[src/rtl/assert_macros.svh]
// assertion helpers, clocked on clk and held off during rst
`ifndef ASSERT_MACROS_SVH
`define ASSERT_MACROS_SVH

// plain property
`define MRCA_ASSERT(lbl, prop, msg) \
  lbl: assert property (@(posedge clk) disable iff (rst) prop) else $error(msg);

// same-cycle implication
`define MRCA_ASSERT_IMP(lbl, ante, cons, msg) \
  `MRCA_ASSERT(lbl, (ante) |-> (cons), msg)

// next-cycle implication
`define MRCA_ASSERT_NXT(lbl, ante, cons, msg) \
  `MRCA_ASSERT(lbl, (ante) |=> (cons), msg)

`endif

[src/rtl/mrca_pkg.sv]
`default_nettype none

package mrca_pkg;

  // result field widths
  localparam int LINE_W     = 10;
  localparam int AVG_W      = 24;
  localparam int FRAC_BITS  = 8;

  // configuration port
  localparam int ROWS_CFG_W = 11;
  localparam int COLS_CFG_W = 6;
  localparam int CFG_IDX_W  = 2;
  localparam int CFG_DATA_W = 11;

  localparam logic [CFG_IDX_W-1:0] CFG_ROW_COUNT = CFG_IDX_W'(0);
  localparam logic [CFG_IDX_W-1:0] CFG_COL_COUNT = CFG_IDX_W'(1);

  // controller to datapath
  typedef struct packed {
    logic accept;
    logic acc;
    logic start_row;
    logic start_col;
    logic emit_row;
    logic emit_col;
  } mrca_cmd_t;

  // datapath to controller
  typedef struct packed {
    logic line_end;
    logic mat_end;
    logic div_done;
    logic out_free;
  } mrca_status_t;

endpackage

`default_nettype wire

[src/rtl/mrca_intf.sv]
`default_nettype none

// element request channel
interface mrca_elem_if #(
  parameter int ELEMENT_WIDTH = 16
) ();
  logic                            valid;
  logic                            ready;
  logic signed [ELEMENT_WIDTH-1:0] element;

  modport source (output valid, output element, input ready);
  modport sink   (input valid, input element, output ready);
endinterface

// average request channel
interface mrca_avg_if
  import mrca_pkg::*;
();
  logic                    valid;
  logic                    ready;
  logic                    is_column;
  logic [LINE_W-1:0]       line_index;
  logic signed [AVG_W-1:0] average;
  logic                    last;

  modport source (output valid, output is_column, output line_index, output average,
                  output last, input ready);
  modport sink   (input valid, input is_column, input line_index, input average,
                  input last, output ready);
endinterface

`default_nettype wire

[src/rtl/mrca_ram.sv]
`default_nettype none

module mrca_ram #(
  parameter int WIDTH = 27,
  parameter int DEPTH = 32
) (
  input  wire logic                                    clk,
  input  wire logic                                    we,
  input  wire logic [(DEPTH > 1 ? $clog2(DEPTH) : 1)-1:0] waddr,
  input  wire logic [WIDTH-1:0]                        wdata,
  input  wire logic [(DEPTH > 1 ? $clog2(DEPTH) : 1)-1:0] raddr,
  output logic      [WIDTH-1:0]                        rdata
);

  logic [WIDTH-1:0] mem [DEPTH];

  always_ff @(posedge clk) begin
    if (we) begin
      mem[waddr] <= wdata;
    end
    rdata <= mem[raddr];
  end

endmodule

`default_nettype wire

[src/rtl/mrca_div.sv]
`default_nettype none

module mrca_div
  import mrca_pkg::*;
#(
  parameter int SUM_W = 27,
  parameter int CNT_W = 11
) (
  input  wire logic                    clk,
  input  wire logic                    rst,
  input  wire logic                    start,
  input  wire logic signed [SUM_W-1:0] sum,
  input  wire logic [CNT_W-1:0]        count,
  output logic                         done,
  output logic signed [AVG_W-1:0]      avg
);

  localparam int NW = SUM_W + FRAC_BITS;
  localparam int QW = (NW > AVG_W + 1) ? NW : AVG_W + 1;
  localparam int KW = $clog2(NW + 1);
  localparam logic [QW-1:0] POS_LIM = QW'(2 ** (AVG_W - 1) - 1);
  localparam logic [QW-1:0] NEG_LIM = QW'(2 ** (AVG_W - 1));

  logic             busy;
  logic             fin;
  logic [KW-1:0]    cnt;
  logic             neg;
  logic [NW-1:0]    dvd;
  logic [CNT_W-1:0] dvs;
  logic [CNT_W-1:0] rem;
  logic [NW-1:0]    quo;

  logic [SUM_W-1:0] mag;
  logic [CNT_W:0]   trial;
  logic [CNT_W:0]   diff;
  logic             ge;
  logic [QW-1:0]    qx;
  logic [AVG_W-1:0] avg_sat;

  // magnitude, most negative value maps to 2^(SUM_W-1)
  assign mag   = sum[SUM_W-1] ? SUM_W'(-sum) : SUM_W'(sum);

  // one restoring step per cycle
  assign trial = {rem, dvd[NW-1]};
  assign diff  = trial - {1'b0, dvs};
  assign ge    = (trial >= {1'b0, dvs});

  // sign restore and clip to the result range
  assign qx = QW'(quo);
  always_comb begin
    if (!neg) begin
      avg_sat = (qx > POS_LIM) ? AVG_W'(POS_LIM) : AVG_W'(qx);
    end else begin
      avg_sat = (qx > NEG_LIM) ? AVG_W'(NEG_LIM) : AVG_W'(QW'(0) - qx);
    end
  end

  always_ff @(posedge clk) begin
    if (rst) begin
      busy <= 1'b0;
      fin  <= 1'b0;
      done <= 1'b0;
      cnt  <= '0;
    end else begin
      done <= 1'b0;
      if (start) begin
        busy <= 1'b1;
        cnt  <= KW'(NW);
      end else if (busy) begin
        cnt <= cnt - KW'(1);
        if (cnt == KW'(1)) begin
          busy <= 1'b0;
          fin  <= 1'b1;
        end
      end else if (fin) begin
        fin  <= 1'b0;
        done <= 1'b1;
      end
    end
  end

  always_ff @(posedge clk) begin
    if (start) begin
      neg <= sum[SUM_W-1];
      dvd <= {mag, FRAC_BITS'(0)};
      dvs <= count;
      rem <= '0;
      quo <= '0;
    end else if (busy) begin
      dvd <= {dvd[NW-2:0], 1'b0};
      rem <= ge ? diff[CNT_W-1:0] : trial[CNT_W-1:0];
      quo <= {quo[NW-2:0], ge};
    end
    if (fin) begin
      avg <= avg_sat;
    end
  end

endmodule

`default_nettype wire

[src/rtl/mrca_dp.sv]
`default_nettype none

module mrca_dp
  import mrca_pkg::*;
#(
  parameter int MAX_COLS      = 32,
  parameter int MAX_ROWS      = 1024,
  parameter int ELEMENT_WIDTH = 16
) (
  input  wire logic                            clk,
  input  wire logic                            rst,
  input  wire logic                            cfg_write,
  input  wire logic [CFG_IDX_W-1:0]            cfg_index,
  input  wire logic [CFG_DATA_W-1:0]           cfg_data,
  input  wire logic signed [ELEMENT_WIDTH-1:0] element,
  input  wire mrca_cmd_t                       cmd,
  output mrca_status_t                         status,
  mrca_avg_if.source                           out_ch
);

  localparam int CPW    = (MAX_COLS > 1) ? $clog2(MAX_COLS) : 1;
  localparam int RPW    = (MAX_ROWS > 1) ? $clog2(MAX_ROWS) : 1;
  localparam int CCW    = $clog2(MAX_COLS + 1);
  localparam int RCW    = $clog2(MAX_ROWS + 1);
  localparam int RSUM_W = ELEMENT_WIDTH + CCW;
  localparam int CSUM_W = ELEMENT_WIDTH + RCW;
  localparam int SW     = (RSUM_W > CSUM_W) ? RSUM_W : CSUM_W;
  localparam int DVW    = (RCW > CCW) ? RCW : CCW;

  logic [ROWS_CFG_W-1:0]           row_count;
  logic [COLS_CFG_W-1:0]           col_count;
  logic [RCW-1:0]                  rows_eff;
  logic [CCW-1:0]                  cols_eff;

  logic [RPW-1:0]                  row_pos;
  logic [CPW-1:0]                  col_pos;
  logic signed [RSUM_W-1:0]        row_sum;
  logic signed [ELEMENT_WIDTH-1:0] elem_q;

  logic signed [CSUM_W-1:0]        ram_wdata;
  logic signed [CSUM_W-1:0]        ram_rdata;

  logic signed [SW-1:0]            div_sum;
  logic [DVW-1:0]                  div_cnt;
  logic                            div_done;
  logic signed [AVG_W-1:0]         div_avg;

  logic                            out_vld;

  // configuration registers
  always_ff @(posedge clk) begin
    if (rst) begin
      row_count <= ROWS_CFG_W'(1);
      col_count <= COLS_CFG_W'(1);
    end else if (cfg_write) begin
      unique case (cfg_index)
        CFG_ROW_COUNT: row_count <= cfg_data[ROWS_CFG_W-1:0];
        CFG_COL_COUNT: col_count <= cfg_data[COLS_CFG_W-1:0];
        default: ;
      endcase
    end
  end

  // counts clipped to 1..max
  always_comb begin
    if (row_count == '0) begin
      rows_eff = RCW'(1);
    end else if (int'(row_count) > MAX_ROWS) begin
      rows_eff = RCW'(MAX_ROWS);
    end else begin
      rows_eff = RCW'(row_count);
    end
    if (col_count == '0) begin
      cols_eff = CCW'(1);
    end else if (int'(col_count) > MAX_COLS) begin
      cols_eff = CCW'(MAX_COLS);
    end else begin
      cols_eff = CCW'(col_count);
    end
  end

  assign status.line_end = (int'(col_pos) + 1 >= int'(cols_eff));
  assign status.mat_end  = (int'(row_pos) + 1 >= int'(rows_eff));
  assign status.div_done = div_done;
  assign status.out_free = !out_vld || out_ch.ready;

  // column sums, first row overwrites
  assign ram_wdata = (row_pos == '0) ? CSUM_W'(elem_q) : ram_rdata + CSUM_W'(elem_q);

  mrca_ram #(
    .WIDTH (CSUM_W),
    .DEPTH (MAX_COLS)
  ) u_col_ram (
    .clk   (clk),
    .we    (cmd.acc),
    .waddr (col_pos),
    .wdata (ram_wdata),
    .raddr (col_pos),
    .rdata (ram_rdata)
  );

  assign div_sum = cmd.start_row ? SW'(row_sum) : SW'(ram_rdata);
  assign div_cnt = cmd.start_row ? DVW'(cols_eff) : DVW'(rows_eff);

  mrca_div #(
    .SUM_W (SW),
    .CNT_W (DVW)
  ) u_div (
    .clk   (clk),
    .rst   (rst),
    .start (cmd.start_row || cmd.start_col),
    .sum   (div_sum),
    .count (div_cnt),
    .done  (div_done),
    .avg   (div_avg)
  );

  // positions and row sum
  always_ff @(posedge clk) begin
    if (rst) begin
      row_pos <= '0;
      col_pos <= '0;
      row_sum <= '0;
    end else begin
      if (cmd.acc) begin
        row_sum <= row_sum + RSUM_W'(elem_q);
        if (!status.line_end) begin
          col_pos <= col_pos + CPW'(1);
        end
      end
      if (cmd.emit_row) begin
        row_sum <= '0;
        col_pos <= '0;
        row_pos <= status.mat_end ? '0 : row_pos + RPW'(1);
      end
      if (cmd.emit_col) begin
        col_pos <= status.line_end ? '0 : col_pos + CPW'(1);
      end
    end
  end

  always_ff @(posedge clk) begin
    if (cmd.accept) begin
      elem_q <= element;
    end
  end

  // output register
  always_ff @(posedge clk) begin
    if (rst) begin
      out_vld <= 1'b0;
    end else if (cmd.emit_row || cmd.emit_col) begin
      out_vld <= 1'b1;
    end else if (out_ch.ready) begin
      out_vld <= 1'b0;
    end
  end

  always_ff @(posedge clk) begin
    if (cmd.emit_row || cmd.emit_col) begin
      out_ch.is_column  <= cmd.emit_col;
      out_ch.line_index <= cmd.emit_row ? LINE_W'(row_pos) : LINE_W'(col_pos);
      out_ch.average    <= div_avg;
      out_ch.last       <= cmd.emit_col && status.line_end;
    end
  end

  assign out_ch.valid = out_vld;

endmodule

`default_nettype wire

[src/rtl/mrca_ctrl.sv]
`default_nettype none

module mrca_ctrl
  import mrca_pkg::*;
(
  input  wire logic         clk,
  input  wire logic         rst,
  input  wire logic         in_valid,
  output logic              in_ready,
  input  wire mrca_status_t status,
  output mrca_cmd_t         cmd
);

  localparam logic [2:0] S_IDLE  = 3'd0;
  localparam logic [2:0] S_ACC   = 3'd1;
  localparam logic [2:0] S_RDIV  = 3'd2;
  localparam logic [2:0] S_DIV   = 3'd3;
  localparam logic [2:0] S_EMIT  = 3'd4;
  localparam logic [2:0] S_CRD   = 3'd5;
  localparam logic [2:0] S_CWAIT = 3'd6;

  logic [2:0] state;
  logic [2:0] state_next;
  logic       col_phase;
  logic       col_phase_next;

  assign in_ready = (state == S_IDLE);

  always_comb begin
    cmd            = '0;
    state_next     = state;
    col_phase_next = col_phase;
    unique case (state)
      S_IDLE: begin
        if (in_valid) begin
          cmd.accept = 1'b1;
          state_next = S_ACC;
        end
      end
      S_ACC: begin
        cmd.acc    = 1'b1;
        state_next = status.line_end ? S_RDIV : S_IDLE;
      end
      S_RDIV: begin
        cmd.start_row  = 1'b1;
        col_phase_next = 1'b0;
        state_next     = S_DIV;
      end
      S_DIV: begin
        if (status.div_done) begin
          state_next = S_EMIT;
        end
      end
      S_EMIT: begin
        if (status.out_free) begin
          if (col_phase) begin
            cmd.emit_col = 1'b1;
            state_next   = status.line_end ? S_IDLE : S_CRD;
          end else begin
            cmd.emit_row = 1'b1;
            state_next   = status.mat_end ? S_CRD : S_IDLE;
          end
        end
      end
      // column sum read goes through the ram's read register
      S_CRD: begin
        state_next = S_CWAIT;
      end
      S_CWAIT: begin
        cmd.start_col  = 1'b1;
        col_phase_next = 1'b1;
        state_next     = S_DIV;
      end
      default: begin
        state_next = S_IDLE;
      end
    endcase
  end

  always_ff @(posedge clk) begin
    if (rst) begin
      state     <= S_IDLE;
      col_phase <= 1'b0;
    end else begin
      state     <= state_next;
      col_phase <= col_phase_next;
    end
  end

endmodule

`default_nettype wire

[src/rtl/matrix_row_column_averager.sv]
// matrix row and column averager. elements arrive one request at a time in row-major
// order on in_ch; row_count and col_count (config indexes 0 and 1, zero treated as one,
// values above MAX_ROWS / MAX_COLS clipped) set the matrix shape. each row end produces
// one row average on out_ch; the last row is followed by every column average in column
// order, the final one flagged with last. averages are signed fixed point with 8 fraction
// bits, sum*256/count truncated toward zero and clipped to 24 bits. an element that does
// not end a row is accepted, then its column sum is read, modified and written in a ram
// with one read and one write port. a row end adds one shared bit-serial divide over the
// widest sum (27 bits at defaults), then the load of the output register. the matrix end
// then adds, per column, a column sum read, one divide and one load. the output register
// lets the next element request be taken while a result still waits on out_ch.
`default_nettype none
`include "assert_macros.svh"

module matrix_row_column_averager
  import mrca_pkg::*;
#(
  parameter int MAX_COLS      = 32,
  parameter int MAX_ROWS      = 1024,
  parameter int ELEMENT_WIDTH = 16
) (
  input  wire logic                  clk,
  input  wire logic                  rst,
  input  wire logic                  cfg_write,
  input  wire logic [CFG_IDX_W-1:0]  cfg_index,
  input  wire logic [CFG_DATA_W-1:0] cfg_data,
  mrca_elem_if.sink                  in_ch,
  mrca_avg_if.source                 out_ch
);

  mrca_cmd_t    cmd;
  mrca_status_t status;
  logic         in_ready;

  // element requests are taken only by the controller's idle state
  assign in_ch.ready = in_ready;

  // sequencing: accept, accumulate, divide, load result, column burst
  mrca_ctrl u_ctrl (
    .clk      (clk),
    .rst      (rst),
    .in_valid (in_ch.valid),
    .in_ready (in_ready),
    .status   (status),
    .cmd      (cmd)
  );

  // config registers, positions, sums, column ram, divider, output register
  mrca_dp #(
    .MAX_COLS      (MAX_COLS),
    .MAX_ROWS      (MAX_ROWS),
    .ELEMENT_WIDTH (ELEMENT_WIDTH)
  ) u_dp (
    .clk       (clk),
    .rst       (rst),
    .cfg_write (cfg_write),
    .cfg_index (cfg_index),
    .cfg_data  (cfg_data),
    .element   (in_ch.element),
    .cmd       (cmd),
    .status    (status),
    .out_ch    (out_ch)
  );

  // at most one datapath command per cycle
  `MRCA_ASSERT(a_one_cmd, $onehot0(cmd), "more than one datapath command")
  // every accepted element is accumulated in the next cycle
  `MRCA_ASSERT_NXT(a_acc_after_accept, cmd.accept, cmd.acc, "accept not followed by acc")
  // a pending result is never overwritten
  `MRCA_ASSERT_IMP(a_no_overwrite, cmd.emit_row || cmd.emit_col, status.out_free,
                   "output register overwritten")
  // last only marks a column average
  `MRCA_ASSERT_IMP(a_last_is_col, out_ch.valid && out_ch.last, out_ch.is_column,
                   "last set on a row average")

endmodule

`default_nettype wire

[src/flat_wrapper.sv]
// flat-port wrapper written by rule: the top's interface ports become plain ports
module matrix_row_column_averager_flat import mrca_pkg::*;
#(
  parameter int MAX_COLS      = 32,
  parameter int MAX_ROWS      = 1024,
  parameter int ELEMENT_WIDTH = 16
)
  (clk, rst, cfg_write, cfg_index, cfg_data, in_ch_valid, in_ch_element, in_ch_ready, out_ch_valid, out_ch_is_column, out_ch_line_index, out_ch_average, out_ch_last, out_ch_ready);
  mrca_elem_if #(.ELEMENT_WIDTH(ELEMENT_WIDTH)) in_ch_i ();
  mrca_avg_if out_ch_i ();
  input  wire logic clk;
  input  wire logic rst;
  input  wire logic cfg_write;
  input  wire logic [CFG_IDX_W-1:0] cfg_index;
  input  wire logic [CFG_DATA_W-1:0] cfg_data;
  input wire logic [$bits(in_ch_i.valid)-1:0] in_ch_valid;
  input wire logic [$bits(in_ch_i.element)-1:0] in_ch_element;
  output wire logic [$bits(in_ch_i.ready)-1:0] in_ch_ready;
  output wire logic [$bits(out_ch_i.valid)-1:0] out_ch_valid;
  output wire logic [$bits(out_ch_i.is_column)-1:0] out_ch_is_column;
  output wire logic [$bits(out_ch_i.line_index)-1:0] out_ch_line_index;
  output wire logic [$bits(out_ch_i.average)-1:0] out_ch_average;
  output wire logic [$bits(out_ch_i.last)-1:0] out_ch_last;
  input wire logic [$bits(out_ch_i.ready)-1:0] out_ch_ready;
  assign in_ch_i.valid = in_ch_valid;
  assign in_ch_i.element = in_ch_element;
  assign in_ch_ready = in_ch_i.ready;
  assign out_ch_valid = out_ch_i.valid;
  assign out_ch_is_column = out_ch_i.is_column;
  assign out_ch_line_index = out_ch_i.line_index;
  assign out_ch_average = out_ch_i.average;
  assign out_ch_last = out_ch_i.last;
  assign out_ch_i.ready = out_ch_ready;
  matrix_row_column_averager #(.MAX_COLS(MAX_COLS), .MAX_ROWS(MAX_ROWS), .ELEMENT_WIDTH(ELEMENT_WIDTH)) u_core (.clk(clk), .rst(rst), .cfg_write(cfg_write), .cfg_index(cfg_index), .cfg_data(cfg_data), .in_ch(in_ch_i), .out_ch(out_ch_i));
endmodule
[config.mk]
export PLATFORM = sky130hd
export DESIGN_NAME = matrix_row_column_averager_flat
export DESIGN_NICKNAME = d
export VERILOG_FILES = /design/src/rtl/mrca_pkg.sv /design/src/rtl/mrca_intf.sv /design/src/rtl/mrca_ram.sv /design/src/rtl/mrca_div.sv /design/src/rtl/mrca_dp.sv /design/src/rtl/mrca_ctrl.sv /design/src/rtl/matrix_row_column_averager.sv /design/src/flat_wrapper.sv
export VERILOG_INCLUDE_DIRS = /design/src /design/src/rtl
export SDC_FILE = /design/constraint.sdc
export NUM_CORES = 1
export LEC_CHECK = 0
export BUFFER_PORTS_ARGS = -buffer_cell sky130_fd_sc_hd__buf_2
export CORE_ASPECT_RATIO = 1.1
export CORE_MARGIN = 5
export CORE_UTILIZATION = 60
export DETAILED_ROUTE_END_ITERATION = 6
export GPL_TIMING_DRIVEN = 0
export PLACE_DENSITY = 0.76
export SETUP_SLACK_MARGIN = 0.2
export SYNTH_ARGS = -nofsm -noshare
export SYNTH_HDL_FRONTEND = slang
export SYNTH_HIERARCHICAL = 1
export SYNTH_SLANG_ARGS = --single-unit
[constraint.sdc]
create_clock -name clk -period 5.2 [get_ports clk]
set_clock_uncertainty 0.05 [all_clocks]
set_input_delay 0.78 -clock clk [delete_from_list [all_inputs] [get_ports clk]]
set_output_delay 0.78 -clock clk [all_outputs]
set_load 0.02 [all_outputs]
## After elaboration in Yosys (flattened, before gate mapping)

Memories as Yosys holds them, arrays and structs flattened. A register that Yosys moved wholly into a read port is not among the register bits.
Index checks and enable logic that the tools add are counted.

- $add $sub $neg: 10
- $lt $le $gt $ge: 7
- Equality and inequality tests: 13
- Multiplexer cells: 51
- Bitwise gates (word level): 1
- Reductions and logical operators: 23

Operators by type and width:

| kind | number |
|---|---|
| $mux 27 | 3 |
| $mux 24 | 3 |
| $mux 35 | 2 |
| $gt 35x23->1 const B | 1 |
| $gt 35x24->1 const B | 1 |
| $mux 11 | 3 |
| $mux 5 | 6 |
| $mux 6 | 5 |
| $add 27x16->27 | 1 |
| $neg 27->27 | 1 |
| $sub 1x24->24 const A | 1 |
| $add 22x16->22 | 1 |
| $mux 3 | 6 |
| $pmux 3 s6 | 1 |
| $mux 1 | 17 |
| $ge 12x11->1 | 1 |
| $add 10x1->11 const B | 1 |
| $ge 11x11->1 | 1 |
| $gt 11x11->1 const B | 1 |
| $logic_not 11->1 | 1 |
| $sub 11x11->11 | 1 |
| $add 10x1->10 const B | 1 |
| $logic_not 10->1 | 1 |
| $mux 10 | 1 |
| other kinds (28) | 44 |

- Register bits: 229
- Memory bits (writable): 864
- Input port bits: 34
- Output and inout bits: 38
- Logic and storage cells: 132
- Memories: 1

Memory list:

| memory | words | width | rd ports | clocked after memory_dff | wr ports | RTL line | text |
|---|---|---|---|---|---|---|---|
| u_core.u_dp.u_col_ram.mem | 32 | 27 | 1 | 1 | 1 | mrca_ram.sv:15 | `logic [WIDTH-1:0] mem [DEPTH];` |

## Depth between registers and ports, before layout

- Depth after elaboration: 8
- Mapped depth: 14
- Mapped depth without buffers: 13

## By module

Netlist, hierarchy kept.

By module, submodules not included:

| module | times used | cells each | area an instance (sq um) | seq. area each (sq um) |
|---|---|---|---|---|
| mrca_ram | 1 | 1915 | 34217.8 | 26485.4 |
| mrca_dp | 1 | 826 | 7413.4 | 2662.6 |
| mrca_div | 1 | 655 | 6438.7 | 2992.9 |
| mrca_ctrl | 1 | 37 | 307.8 | 80.1 |

## Worst setup path after synthesis

No wires, ideal clock.

- Kind: reg-to-reg
- Start point: register u_core.u_dp.elem_q[15]
- End point: memory u_core.u_dp.u_col_ram.mem[0][24] (data pin)
- Setup time: 454 ps
- Arrival time: 3562 ps
- Data required time: 4696 ps
- Path slack: 1134 ps
- Cell stages (with the launch flop): 10
- Path buffers: 1
- Clock period less this slack: 4066 ps
- Cell sequence: edfxtp_1 ha_1 clkbuf_1 a21oi_1 o221ai_1 or2_2 o22ai_1 o21ai_1 xnor2_1 o21ai_0

- Word-level cells in the longest chain between the ends: 2

RTL lines:

| item | RTL line | text |
|---|---|---|
| start: declaration | mrca_dp.sv:38 | `logic signed [ELEMENT_WIDTH-1:0] elem_q;` |
| start signal: assignment | mrca_dp.sv:144 | `elem_q <= element;` |
| $add 27x16->27 | mrca_dp.sv:88 | `assign ram_wdata = (row_pos == '0) ? CSUM_W'(elem_q) : ram_rdata + CSUM_W'(elem_q);` |
| $mux 27 (*) | mrca_dp.sv:88 |  |
| net u_core.u_dp.ram_wdata[24] | mrca_dp.sv:40 | `logic signed [CSUM_W-1:0] ram_wdata;` |
| end: declaration | mrca_ram.sv:15 |  |

Mark *: on every way through the listed nets, which the timed path passes. The rest lies on a longest branch.

==> impl_metrics.py <==
metrics = {
    "floorplanning": {
        "coreArea_um2": 80200,
        "die_y_um": 308,
        "die-area_um2": 86400,
        "start_util_pct": 60.3,
        "die_x_um": 281,
        "row_count": 109,
        "io_pins": 72,
    },
    "critical_path": {
        "critPathMaxFanout": 10,
        "worstReg2RegStart": "u_core/u_ctrl/state[1]",
        "worstPathRequired_ps": 5570,
        "end_kind": "register",
        "startpoint": "u_core/u_ctrl/state[1]",
        "crit_chain": "buf_6 -> or2b_1 -> nor2_1 -> buf_1 -> mux2_2 -> or4_1 -> o41ai_2 -> a21boi_1 -> nand2_1 -> xor2_1 -> mux2_2",
        "path_class": "register to register",
        "path_common_cell": "mux2_2",
        "r2r_slack_ps": 780,
        "slowest_stage": "or4_1",
        "slowest_delay_ps": 620,
        "crit_path_start_kind": "register",
        "cp.arrival_ps": 4800,
    },
    "synth": {
        "netlist_instances": 3433,
        "synth-main-ff-cell": "edfxtp_1",
        "synth_top_area_share_pct": 60.8,
        "synth_area_leader_cell": "edfxtp_1",
        "yosysUniqueCellTypes": 90,
        "syn_area_per_cell_um2": 14.1,
        "synth.cell_area_um2": 48400,
        "syn_nets": 3553,
        "synth.area.top_cells": "edfxtp_1, mux2i_1, dfxtp_1, ha_1, a21oi_1",
        "synth_warnings": 6,
        "ys_seq_area_share_pct": 66.6,
        "ys_ff_latch": 1120,
        "synthArstFlopShare_pct": 0,
        "synth-edff-count": 979,
    },
    "power": {
        "p_per_area_nw_per_um2": 425,
        "p_int_w": 0.0167,
        "switching_share_pct": 28.6,
        "p_switching_w": 0.00669,
        "power_frac_comb_pct": 21.2,
        "p_leak_nw": 18.5,
        "peakVddDrop_mv": 0.394,
        "power_frac_seq_pct": 44.7,
        "power_w": 0.0234,
        "p_clk_share_pct": 34.2,
    },
    "final_layout": {
        "area_growth_pct": 13.7,
        "nNetsFinal": 3783,
        "drive_gt1_share_pct": 13.3,
        "nFillCells": 5423,
        "finalNonFillerCells": 4812,
    },
    "routing": {
        "vias": 29900,
        "finalWirelength_um": 117000,
        "drtPass1Iterations": 6,
        "drt_iter0_drc": 2745,
        "via_per_inst": 6.22,
        "detail_route.wl_per_cell_um": 24.4,
        "ant_nets": 0,
        "route.detailed.drc": 0,
    },
    "placement": {
        "place_hpwl_um": 80400,
        "numPortBuffers": 71,
        "gp_congestion": 0.911,
        "dp.cells": 4608,
    },
    "global_routing": {
        "grt_first_pass_wirelength_um": 177000,
        "grt_start_max_net_pins": 38,
        "grt-ovfl-total": 0,
        "grt_pass1_vias": 30000,
        "grt_use_total_pct": 26.7,
        "grt_antenna_before_repair": 2,
    },
    "clock_tree": {
        "ctsResizeCount": 0,
        "clkSlewWorstSetupHoldPaths_ps": 60,
        "htree_levels": 3,
        "hold_buffers": 0,
        "clockBufferDepth": 3,
        "cts.sinks": 1120,
        "cts_tree": "done",
        "worstSkewPairLatency_ps": 690,
        "cts-buffers-inserted": 107,
        "clock-root-buffer": "clkbuf_16",
        "post_cts_buffers": 0,
    },
    "flow_run": {
        "cap_viol_max_count": 0,
    },
    "sta": {
        "max_slew_margin_pct": 16.8,
        "setup_violations": 0,
        "maxSlewViolCount": 0,
        "tightest_slew_ps": 1250,
        "fin_crit_ps": 4420,
        "whs_ps": 224,
        "max_freq_mhz": 226,
        "rsz0062_at_grt": "no",
        "period_share_pct": 85.1,
        "finalHoldViolations": 0,
    },
    "min_path": {
        "holdCritPathClass": "input pin to register",
        "holdCritStartpoint": "in_ch_element[4]",
    },
    "status": {
        "status": "complete, no violations",
    },
}
[kinds of logic after synthesis]
kind of cell / Yosys count / share of synthesized area [%]
buf+inv: 256 / 2.61
simple gates: 736 / 7.33
flops: 1120 / 66.6
mux: 531 / 11.1
fa+ha+maj: 86 / 2.27
xor+xnor: 85 / 1.54
compound gates: 619 / 8.56
[path summary, 6_finish.rpt]
check | to | cells past startpoint
hold / removal | u_core/u_dp/elem_q[4] | 1
setup reg to reg | u_core/u_dp/u_div/dvd[31] | 11
hold reg to reg | u_core/u_dp/out_ch.average[0] | 0
setup / recovery | u_core/u_dp/u_div/dvd[31] | 11
[per-stage QoR]
stage | util, % | setup TNS (ps) | instance area, µm² | setup WS [ps]
detailed placement | 64.0 | 0 | 51400 | 825
floorplan | - | 0 | 48400 | 1130
CTS | 68.6 | 0 | 55000 | 842
global route | 68.6 | 0 | 55000 | 625
finish | 68.6 | 0 | 55000 | 776
global placement | 62.4 | -197200 | 50100 | -988
[power by group through the flow]
stage	Sequential, W	Clock, W	Combinational, W
after floorplan	0.0105	0	0.00345
after global placement	0.0106	0	0.00460
after detailed placement	0.0106	0	0.00484
after CTS	0.0104	0.00809	0.00488
after global routing	0.0104	0.00849	0.00537
final	0.0104	0.00799	0.00495
[layout by cell type (no fill, tap or decap), drive strengths merged, types with 9 or more instances in the layout]
cell type  instances
dfxtp            141
a22o              56
bufinv            15
nand4             13
a311oi            13
inv               70
mux2i            494
ha                83
xor2              43
o311ai             9
a21o              30
o31ai             16
nand3            116
edfxtp           979
nand2b            25
clkinv            47
nand3b             9
xnor2             42
and3               9
buf              211
a211o             10
or2               11
nor2             189
o21ai             95
mux2              37
a211oi            11
nor2b             13
and2              17
o41ai             12
a31oi             35
clkbuf           230
a21oi            188
or4               18
a22oi             82
nor3              54
or3               18
nand2            208
nor4              15
[synthesized netlist by cell type (10+ instances only)]
cell,n
a31oi_1,35
dfxtp_1,141
or4_1,15
inv_1,64
buf_1,18
a22o_1,56
a22oi_1,82
or3_1,17
mux2_2,37
a211oi_1,11
nand3_1,116
a21o_1,30
clkbuf_1,97
a311oi_1,12
nor2b_1,13
mux2i_1,494
buf_4,32
o21ai_1,10
o31ai_1,15
xor2_1,43
nor3_1,52
buf_6,19
ha_1,83
and2_1,17
or2_2,10
a21oi_1,188
xnor2_1,42
nand2b_1,24
nand4_1,13
nor2_1,188
buf_2,21
nor4_1,14
edfxtp_1,979
o21ai_0,85
nand2_1,208
a211o_1,10
[state kept, by name (all words and copies together) (netlist names), 3 cells and up]
signal and count:
u_core/u_dp/u_col_ram/rdata 27, u_core/u_dp/out_ch.average 24, u_core/u_dp/u_div/dvd 27, u_core/u_dp/u_div/rem 11, u_core/u_dp/u_div/cnt 6, u_core/u_dp/u_div/avg 24
u_core/u_dp/out_ch.line_index 10, u_core/u_dp/u_div/quo 35, u_core/u_dp/col_count 6, u_core/u_dp/col_pos 5, u_core/u_dp/u_div/dvs 11, u_core/u_ctrl/state 3
u_core/u_dp/elem_q 16, u_core/u_dp/row_sum 22, u_core/u_dp/u_col_ram/mem 864, u_core/u_dp/row_pos 10, u_core/u_dp/row_count 11
[metal layers]
layer | GRT usage [%] | wire length [µm]
met1 | 33.4 | 44600
met2 | 47.5 | 60400
met3 | 4.01 | 7920
met4 | 10.0 | 4600
met5 | 0 | 0
[worst max-delay path, delay by kind of cell (launching register included)]
kind            cells  cell delay (ps)
compound gates      2              940
xor+xnor            1              160
buf+inv             2              710
flops               1              320
mux                 2              780
simple gates        4             1230
[final cells by class]
| class | instances | area [µm²] | area share [%] |
|---|---|---|---|
| antenna | 1 | 2.50 | 0.00455 |
| buffer | 191 | 1020 | 1.86 |
| clock buffer | 129 | 2840 | 5.17 |
| clock inverter | 74 | 817 | 1.48 |
| inverter | 65 | 244 | 0.443 |
| multi-input combinational | 2057 | 15300 | 27.7 |
| sequential | 1120 | 32200 | 58.6 |
| tap | 1054 | 1320 | 2.40 |
| timing repair buffer | 121 | 1300 | 2.36 |
(Power assumes the default switching activity.)
